==> config.mk <==
export PLATFORM = sky130hd
export DESIGN_NAME = bounded_min_max_priority_queue
export DESIGN_NICKNAME = d
export VERILOG_FILES = /design/src/hdl/bmmpq_pkg.sv /design/src/hdl/bounded_min_max_priority_queue.sv /design/src/hdl/bmmpq_ctrl.sv /design/src/hdl/bmmpq_dp.sv
export SDC_FILE = /design/constraint.sdc
export NUM_CORES = 2
export LEC_CHECK = 0
export BUFFER_PORTS_ARGS = -buffer_cell sky130_fd_sc_hd__buf_4
export CAP_MARGIN = 20
export CORE_MARGIN = 2
export CORE_UTILIZATION = 40
export DETAILED_ROUTE_END_ITERATION = 8
export SETUP_SLACK_MARGIN = 0.4
export SYNTH_ARGS = -nofsm -noshare
export SYNTH_HDL_FRONTEND = slang
export SYNTH_SLANG_ARGS = --single-unit
==> constraint.sdc <==
create_clock -name clk -period 12.28 [get_ports clk]
set_input_delay 0.614 -clock clk [delete_from_list [all_inputs] [get_ports clk]]
set_output_delay 0.614 -clock clk [all_outputs]
set_load 0.05 [all_outputs]
==> src/hdl/bmmpq_pkg.sv <==
// Shared types for the bounded min/max priority queue.
// Holds action and commit codes, controller states and the command/status structs.
// No dependencies.
package bmmpq_pkg;

	localparam int CAPACITY_DEF = 64;
	localparam int KEY_W        = 32;

	typedef enum logic [1:0] {
		ACT_INSERT  = 2'd0,
		ACT_DEL_MIN = 2'd1,
		ACT_DEL_MAX = 2'd2,
		ACT_REMOVE  = 2'd3
	} action_t;

	typedef enum logic [1:0] {
		CM_NONE   = 2'd0,
		CM_INSERT = 2'd1,
		CM_SCAN   = 2'd2,
		CM_REMOVE = 2'd3
	} commit_t;

	typedef enum logic [2:0] {
		ST_IDLE,
		ST_DISPATCH,
		ST_INS_COMMIT,
		ST_SCAN,
		ST_SCAN_TAIL,
		ST_SCAN_COMMIT,
		ST_REM_COMMIT
	} state_t;

	typedef struct packed {
		logic    load;
		logic    pop;
		logic    scan_start;
		logic    scan_step;
		commit_t commit;
	} dp_cmd_t;

	typedef struct packed {
		action_t op;
		logic    stack_empty;
		logic    scan_last;
		logic    out_busy;
	} dp_status_t;

endpackage

==> src/hdl/bounded_min_max_priority_queue.sv <==
// Channel   Handshake            Payload
// in        in_valid / in_stall  action, key, handle
// out       out_valid / out_stall result_handle, evicted
//
// Insert with a free handle and remove go straight to commit; delete-min, delete-max and
// insert into a full store first run the one-slot-a-cycle scan over the key memory's
// single read port.
// arst_n clears valid bits and control, sets fill count to CAPACITY; no stack clearing.
// A held result stalls only the commit; the next item is taken as soon as one is done.
// Top level of the bounded min/max priority queue; depends on bmmpq_pkg,
// bmmpq_ctrl and bmmpq_dp.
module bounded_min_max_priority_queue #(
	parameter  int CAPACITY = bmmpq_pkg::CAPACITY_DEF,
	localparam int HANDLE_W = $clog2(CAPACITY + 1)
) (
	input  logic                               clk,
	input  logic                               arst_n,
	input  logic                               in_valid,
	output logic                               in_stall,
	input  logic [1:0]                         action,
	input  logic signed [bmmpq_pkg::KEY_W-1:0] key,
	input  logic [HANDLE_W-1:0]                handle,
	output logic                               out_valid,
	input  logic                               out_stall,
	output logic [HANDLE_W-1:0]                result_handle,
	output logic                               evicted
);
	import bmmpq_pkg::*;

	dp_cmd_t    cmd;
	dp_status_t status;

	bmmpq_ctrl u_ctrl (
		.clk      (clk),
		.arst_n   (arst_n),
		.in_valid (in_valid),
		.in_stall (in_stall),
		.status   (status),
		.cmd      (cmd)
	);

	bmmpq_dp #(
		.CAPACITY (CAPACITY)
	) u_dp (
		.clk           (clk),
		.arst_n        (arst_n),
		.action        (action),
		.key           (key),
		.handle        (handle),
		.cmd           (cmd),
		.status        (status),
		.out_valid     (out_valid),
		.out_stall     (out_stall),
		.result_handle (result_handle),
		.evicted       (evicted)
	);

endmodule

==> src/hdl/bmmpq_ctrl.sv <==
// Controller state machine for the bounded min/max priority queue.
// Sequences pop, slot scan and commit; depends on bmmpq_pkg.
module bmmpq_ctrl (
	input  logic                  clk,
	input  logic                  arst_n,
	input  logic                  in_valid,
	output logic                  in_stall,
	input  bmmpq_pkg::dp_status_t status,
	output bmmpq_pkg::dp_cmd_t    cmd
);
	import bmmpq_pkg::*;

	state_t state_q;
	state_t state_d;

	always_ff @(posedge clk or negedge arst_n) begin
		if (!arst_n) begin
			state_q <= ST_IDLE;
		end else begin
			state_q <= state_d;
		end
	end

	always_comb begin
		state_d = state_q;
		case (state_q)
			ST_IDLE: begin
				if (in_valid) state_d = ST_DISPATCH;
			end
			ST_DISPATCH: begin
				if (status.op == ACT_INSERT && !status.stack_empty) begin
					state_d = ST_INS_COMMIT;
				end else if (status.op == ACT_REMOVE) begin
					state_d = ST_REM_COMMIT;
				end else begin
					state_d = ST_SCAN;
				end
			end
			ST_SCAN: begin
				if (status.scan_last) state_d = ST_SCAN_TAIL;
			end
			ST_SCAN_TAIL: begin
				state_d = ST_SCAN_COMMIT;
			end
			ST_INS_COMMIT, ST_SCAN_COMMIT, ST_REM_COMMIT: begin
				if (!status.out_busy) state_d = ST_IDLE;
			end
			default: begin
				state_d = ST_IDLE;
			end
		endcase
	end

	always_comb begin
		cmd      = '0;
		in_stall = 1'b1;
		case (state_q)
			ST_IDLE: begin
				in_stall = 1'b0;
				cmd.load = in_valid;
			end
			ST_DISPATCH: begin
				if (status.op == ACT_INSERT && !status.stack_empty) begin
					cmd.pop = 1'b1;
				end else if (status.op != ACT_REMOVE) begin
					cmd.scan_start = 1'b1;
				end
			end
			ST_SCAN: begin
				cmd.scan_step = 1'b1;
			end
			// hold the commit until the output register can take the beat
			ST_INS_COMMIT: begin
				if (!status.out_busy) cmd.commit = CM_INSERT;
			end
			ST_SCAN_COMMIT: begin
				if (!status.out_busy) cmd.commit = CM_SCAN;
			end
			ST_REM_COMMIT: begin
				if (!status.out_busy) cmd.commit = CM_REMOVE;
			end
			default: begin
				cmd = '0;
			end
		endcase
	end

endmodule

==> src/hdl/bmmpq_dp.sv <==
// Datapath for the bounded min/max priority queue: key memory, valid bits,
// free handle stack, extreme-key scan and output register. Depends on bmmpq_pkg.
module bmmpq_dp #(
	parameter  int CAPACITY = bmmpq_pkg::CAPACITY_DEF,
	localparam int HANDLE_W = $clog2(CAPACITY + 1)
) (
	input  logic                           clk,
	input  logic                           arst_n,
	input  logic [1:0]                     action,
	input  logic signed [bmmpq_pkg::KEY_W-1:0] key,
	input  logic [HANDLE_W-1:0]            handle,
	input  bmmpq_pkg::dp_cmd_t             cmd,
	output bmmpq_pkg::dp_status_t          status,
	output logic                           out_valid,
	input  logic                           out_stall,
	output logic [HANDLE_W-1:0]            result_handle,
	output logic                           evicted
);
	import bmmpq_pkg::*;

	localparam int AW = (CAPACITY > 1) ? $clog2(CAPACITY) : 1;

	// captured item
	action_t                   op_q;
	logic signed [KEY_W-1:0]   key_q;
	logic [HANDLE_W-1:0]       handle_q;

	// stores
	logic signed [KEY_W-1:0]   key_mem [CAPACITY];
	logic [HANDLE_W-1:0]       stack_mem [CAPACITY];
	logic [CAPACITY-1:0]       valid_q;
	logic [HANDLE_W-1:0]       fc_q;
	logic [HANDLE_W-1:0]       lw_q;   // lowest fill count seen; entries below it are untouched

	// pop read stage
	logic [HANDLE_W-1:0]       stack_rd_s1;
	logic [HANDLE_W-1:0]       pop_rst_s1;
	logic                      pop_use_rst_s1;
	logic [HANDLE_W-1:0]       popped;
	logic [HANDLE_W-1:0]       fc_dec;

	// scan
	logic [AW-1:0]             scan_cnt_q;
	logic                      rd_v_s1;
	logic [AW-1:0]             rd_idx_s1;
	logic signed [KEY_W-1:0]   rd_key_s1;
	logic                      best_found_q;
	logic [AW-1:0]             best_idx_q;
	logic signed [KEY_W-1:0]   best_key_q;
	logic                      want_max;
	logic                      better;
	logic                      rd_hit;

	// commit
	logic [AW-1:0]             ins_idx;
	logic                      ins_ok;
	logic [HANDLE_W-1:0]       rem_dec;
	logic [AW-1:0]             rem_idx;
	logic                      rem_ok;
	logic [HANDLE_W-1:0]       best_h;
	logic                      key_wr_en;
	logic [AW-1:0]             key_wr_idx;
	logic                      set_en;
	logic                      rel_en;
	logic [AW-1:0]             rel_idx;
	logic                      push_en;
	logic [HANDLE_W-1:0]       res_h;
	logic                      res_ev;

	logic                      out_valid_q;
	logic [HANDLE_W-1:0]       result_handle_q;
	logic                      evicted_q;

	assign fc_dec = fc_q - HANDLE_W'(1);
	assign popped = pop_use_rst_s1 ? pop_rst_s1 : stack_rd_s1;

	assign want_max = (op_q != ACT_DEL_MIN);
	assign rd_hit   = rd_v_s1 && valid_q[rd_idx_s1];
	assign better   = want_max ? (rd_key_s1 > best_key_q) : (rd_key_s1 < best_key_q);

	assign ins_idx = fc_dec[AW-1:0] ^ fc_dec[AW-1:0] ^ AW'(popped - HANDLE_W'(1));
	assign ins_ok  = (popped != '0) && (popped <= HANDLE_W'(CAPACITY)) && !valid_q[ins_idx];
	assign rem_dec = handle_q - HANDLE_W'(1);
	assign rem_idx = rem_dec[AW-1:0];
	assign rem_ok  = (handle_q != '0) && (handle_q <= HANDLE_W'(CAPACITY)) && valid_q[rem_idx];
	assign best_h  = HANDLE_W'(best_idx_q) + HANDLE_W'(1);
	assign push_en = rel_en && (fc_q < HANDLE_W'(CAPACITY));

	always_comb begin
		key_wr_en  = 1'b0;
		key_wr_idx = best_idx_q;
		set_en     = 1'b0;
		rel_en     = 1'b0;
		rel_idx    = best_idx_q;
		res_h      = '0;
		res_ev     = 1'b0;
		case (cmd.commit)
			CM_INSERT: begin
				if (ins_ok) begin
					key_wr_en  = 1'b1;
					key_wr_idx = ins_idx;
					set_en     = 1'b1;
					res_h      = popped;
				end
			end
			CM_SCAN: begin
				if (op_q == ACT_INSERT) begin
					// full store: replace the largest only on a strictly smaller key
					if (best_found_q && key_q < best_key_q) begin
						key_wr_en = 1'b1;
						res_h     = best_h;
						res_ev    = 1'b1;
					end
				end else if (best_found_q) begin
					rel_en = 1'b1;
					res_h  = best_h;
				end
			end
			CM_REMOVE: begin
				if (rem_ok) begin
					rel_en  = 1'b1;
					rel_idx = rem_idx;
					res_h   = handle_q;
				end
			end
			default: begin
				res_h = '0;
			end
		endcase
	end

	// item capture
	always_ff @(posedge clk) begin
		if (cmd.load) begin
			op_q     <= action_t'(action);
			key_q    <= key;
			handle_q <= handle;
		end
	end

	// key memory: one write port, one registered read port
	always_ff @(posedge clk) begin
		if (key_wr_en) key_mem[key_wr_idx] <= key_q;
		if (cmd.scan_step) rd_key_s1 <= key_mem[scan_cnt_q];
	end

	// free stack memory
	always_ff @(posedge clk) begin
		if (push_en) stack_mem[fc_q[AW-1:0]] <= HANDLE_W'(rel_idx) + HANDLE_W'(1);
		if (cmd.pop) begin
			stack_rd_s1    <= stack_mem[fc_dec[AW-1:0]];
			pop_rst_s1     <= fc_q;
			pop_use_rst_s1 <= (fc_q <= lw_q);
		end
	end

	// valid bits, fill count and low-water mark
	always_ff @(posedge clk or negedge arst_n) begin
		if (!arst_n) begin
			valid_q <= '0;
			fc_q    <= HANDLE_W'(CAPACITY);
			lw_q    <= HANDLE_W'(CAPACITY);
		end else begin
			if (set_en) valid_q[key_wr_idx] <= 1'b1;
			if (rel_en) valid_q[rel_idx] <= 1'b0;
			if (cmd.pop) begin
				fc_q <= fc_dec;
				if (fc_dec < lw_q) lw_q <= fc_dec;
			end else if (push_en) begin
				fc_q <= fc_q + HANDLE_W'(1);
			end
		end
	end

	// scan: issue one slot read a cycle, compare each read in the cycle after it is issued
	always_ff @(posedge clk or negedge arst_n) begin
		if (!arst_n) begin
			rd_v_s1      <= 1'b0;
			best_found_q <= 1'b0;
			scan_cnt_q   <= '0;
		end else begin
			rd_v_s1 <= cmd.scan_step;
			if (cmd.scan_start) begin
				scan_cnt_q   <= '0;
				best_found_q <= 1'b0;
			end else begin
				if (cmd.scan_step) scan_cnt_q <= scan_cnt_q + AW'(1);
				if (rd_hit && (!best_found_q || better)) best_found_q <= 1'b1;
			end
		end
	end

	always_ff @(posedge clk) begin
		if (cmd.scan_step) rd_idx_s1 <= scan_cnt_q;
		if (!cmd.scan_start && rd_hit && (!best_found_q || better)) begin
			best_idx_q <= rd_idx_s1;
			best_key_q <= rd_key_s1;
		end
	end

	// output register
	always_ff @(posedge clk or negedge arst_n) begin
		if (!arst_n) begin
			out_valid_q <= 1'b0;
		end else if (cmd.commit != CM_NONE) begin
			out_valid_q <= 1'b1;
		end else if (!out_stall) begin
			out_valid_q <= 1'b0;
		end
	end

	always_ff @(posedge clk) begin
		if (cmd.commit != CM_NONE) begin
			result_handle_q <= res_h;
			evicted_q       <= res_ev;
		end
	end

	assign out_valid     = out_valid_q;
	assign result_handle = result_handle_q;
	assign evicted       = evicted_q;

	assign status.op          = op_q;
	assign status.stack_empty = (fc_q == '0);
	assign status.scan_last   = (scan_cnt_q == AW'(CAPACITY - 1));
	assign status.out_busy    = out_valid_q && out_stall;

endmodule

==> results.toml <==
[critical_path]
ff2ff_path_depth = 13
origin_of_the_critical_flop_to_flop_path = "u_dp.pop_use_rst_s1"
last_element_of_the_critical_path = "u_dp.key_mem[32][25]"
worst_ep_required_time_ns = 12.80
cp-startpoint = "u_dp.pop_use_rst_s1"
highest_net_fanout_along_the_worst_path = 26
arrival_ns = 8.05
timing_worst_setup_path_type = "reg -> reg"
cp-start-kind = "flop"
ff2ff_setup_slack_ns = 4.75
critical_path.endpoint_type = "flop"
worstReg2RegEnd = "u_dp.key_mem[32][25]"

[synth]
count_of_synthesis_stage_warnings_from_yosys = 0
synth_enable_flop_cells = 2636
synth-xor-area-share_pct = 0.2845
synth.net_count = 4937
synth_compound_gate_area_share_pct = 1.780
synth_seq_area_share_pct = 75.25
synthDistinctLibCells = 82
yosys.area_share.simple_pct = 1.915
main_combinational_cell_family_by_area_after_synthesis = "multiplexers"
postSynthCellCount = 4801
synth.cell_area_um2 = 108200
post_synth_mux_area_share_pct = 18.59
asyncSetResetFlopFracSynth_pct = 3.302
syn_area_per_cell_um2 = 22.54
synth.ff_latch_count = 2726
synthFlopType = "edfxtp_1"
share_of_synthesized_cell_area_in_full_adder_half_adder_and_majority_cells_pct = 1.052

[floorplanning]
top_level_ports = 55
chipHeight_um = 524.1
core_area_um2 = 268400
fp.dieArea_um2 = 274700
chipWidth_um = 524.1
floorplan.rows = 190
initial_standard_cell_utilization_of_the_core_pct = 40.31

[cts]
clock_tree.buffer_depth = 4
clk_pin_slew_worst_paths_ns = 0.07
tritoncts = "yes"
clk_lat_worst_skew_ns = 0.99
cts_htree_levels = 5
number_of_sinks_on_the_clock_net = 2726
ctsRootBufferMaster = "clkbuf_16"
tritoncts.num_buffers = 308

[grt]
grt_overflow_total = 0
grt_first_pass_wirelength_um = 406600
grt_pass1_vias = 52450
grt_start_max_net_pins = 151
antenna_found_initial = 26
grt.total_usage_pct = 21.05

[drt]
drt-total-wl_um = 289200
drt-initial-drc-count = 6778
routed_wire_length_per_instance_um = 32.42
drt_first_pass_iters = 7
detailroute.via_count = 52360
antenna_left = 0
drcViolationCount = 0
vias_per_cell = 5.870

[timing]
worst_slew_margin_rel_pct = 13.19
count_of_final_hold_check_violations = 0
finalWorstPathRequiredPeriod_ns = 7.526
grt_setup_unrepaired = "false"
final.setup.worst_slack_ns = 4.754
fin_setup_tns_ns = 0
final.setup_skew_ns = 0.1095
transition_time_at_the_pin_with_the_least_slew_margin_ns = 1.294
max_slew_violation_count = 0
setup-violations-final = 0
finalCritPeriodShare_pct = 61.29
max_freq_ghz = 0.1329

[run_status]
result_of_the_run = "complete, no violations"

[layout]
nets = 5283
final_layout_size_suffix_gt1_share_pct = 30.72
syn_to_final_growth_pct = 14.62

[power_and_ir_drop]
vdd_drop_max_mv = 0.1986
static-leakage-power_nw = 38.44
pwr_density_cell_nw_per_um2 = 213.0

[placed_design]
port_buffers = 54
preCtsSetupSlack_ns = 4.852
routabilityCongestion = 0.9037
detailed_place_hpwl_um = 177200

[min_path]
path_class_of_the_lowest_slack_min_delay_path = "in -> async"

[flow_run]
cap_viol_max_count = 0
-- Yosys cell counts, drive strengths merged, types with 3 or more instances --
cell        n  area share [%]
a2111oi     5           0.040
a211oi      9           0.072
a21o       19            0.13
a21oi     155            0.72
a2bb2oi     7           0.057
a31oi      10            0.11
a41oi       7           0.081
and2       12           0.069
and3       11           0.064
buf        88            0.35
clkbuf    162            0.56
clkinv      3           0.010
dfrtp      88             2.0
edfxtp   2636              73
ha         91             1.1
inv        62            0.22
mux2       14            0.15
mux2i      42            0.46
mux4      864              18
nand2      65            0.23
nand2b     12           0.069
nand3      29            0.13
nand3b      6           0.042
nand4      23            0.13
nor2      119            0.42
nor2b      14           0.081
nor3       61            0.28
nor3b       9           0.062
nor4       37            0.21
o211ai      4           0.028
o21a        4           0.028
o21ai      36            0.17
o221ai      3           0.024
o22a        3           0.024
o22ai       9           0.052
o31a        3           0.025
o31ai       3           0.021
o41ai       3           0.038
or2         5           0.029
or3         5           0.029
xnor2      21            0.19
xor2       12           0.097
-- what timing repair did --
action                                 CTS  global route
resized for setup                        0             0
hold buffers                            43             0
endpoints found under the hold margin   86             0
setup buffers                            0             0
-- cells in the final DEF, fill, tap and decap left out, types with 33 or more instances in the layout --
cell type	Yosys	routed
nor3_2	0	33
ha_1	91	88
dlygate4sd3_1	0	43
clkbuf_1	162	67
clkinv_2	0	38
inv_1	60	59
mux4_2	864	864
nor2_1	118	116
clkinv_1	3	57
buf_4	5	233
a21oi_1	155	155
dfrtp_1	88	81
clkbuf_16	0	314
nand2_1	65	65
edfxtp_1	2636	2636
-- layer usage --
layer / global-route usage, % / vias up / routed length (µm)
li1: - / 21250 / -
met1: 30.42 / 28290 / 120000
met2: 31.99 / 2385 / 134200
met3: 4.383 / 437 / 25140
met4: 7.047 / 4 / 9852
met5: 0 / - / 20
-- worst max-delay path, stage by stage (launching register included) --
cell and delay, ns:
edfxtp_1 0.78, mux2_2 0.55, inv_1 0.47, ha_1 0.80
xnor2_4 0.47, mux4_2 0.49, or3b_1 0.35, nand4_1 0.13
o31a_2 0.24, and3_1 0.44, buf_4 0.46, a41oi_2 0.50
nor3_2 0.80, buf_4 0.54
-- cells by family after synthesis --
| family | count (synthesis) |
|---|---|
| DFF | 2726 |
| muxes | 920 |
| adders and majority gates | 91 |
| buffers and inverters | 315 |
| xor gates and xnor gates | 33 |
| AOI/OAI and AO/OA | 300 |
| and+or+nand+nor | 416 |
-- where the power goes --
part	internal, mW	switching [mW]	total, mW
combinational	2.80	3.94	6.74
clock	5.08	3.55	8.63
sequential	10.7	0.340	11.0
-- through the flow --
stage / cell area (µm²) / util [%] / instances / hold slack, ns / power, mW
floorplan: 108200 / - / 4801 / 0.3184 / 15.27
global placement: 114200 / 42.53 / 8343 / 0.4442 / 17.97
detailed placement: 114200 / 42.53 / 8343 / 0.4425 / 17.99
CTS: 124000 / 46.19 / 8911 / 0.1840 / 26.63
global route: 124000 / 46.20 / 8916 / 0.2455 / 27.28
finish: 124000 / 46.20 / 8921 / 0.2302 / 26.41
-- worst min path at each step --
stage,start,end,slack (ns),cells past startpoint
floorplan,arst_n,u_ctrl.state_q[0],0.32,0
global placement,u_dp.rd_key_s1[11],u_dp.best_key_q[11],0.44,0
detailed placement,u_dp.rd_key_s1[30],u_dp.best_key_q[30],0.44,0
CTS,in_valid,u_dp.op_q[0],0.18,3
global route,in_valid,u_dp.op_q[0],0.25,3
finish,arst_n,u_dp.lw_q[3],0.23,2
-- area by class of cell --
| cell class | instances | area, µm² |
|---|---|---|
| inverter | 65 | 244.0 |
| tap | 3552 | 4444 |
| clock inverter | 142 | 1239 |
| sequential | 2726 | 81430 |
| timing repair buffer | 286 | 2341 |
| clock buffer | 383 | 8137 |
| fill | 21760 | 144400 |
| antenna | 7 | 17.52 |
| multi-input combinational | 1760 | 26150 |
-- registers in the layout (all words and copies together), names as in the netlist, 7 cells and up --
register            count
u_dp.stack_mem        448
u_dp.key_mem         2048
u_dp.handle_q           7
u_dp.fc_q               7
u_dp.lw_q               7
u_dp.stack_rd_s1        7
u_dp.pop_rst_s1         7
u_dp.result_handle      7
u_dp.valid_q           64
u_dp.rd_key_s1         32
u_dp.key_q             32
u_dp.best_key_q        32
(Power assumes the default switching activity.)
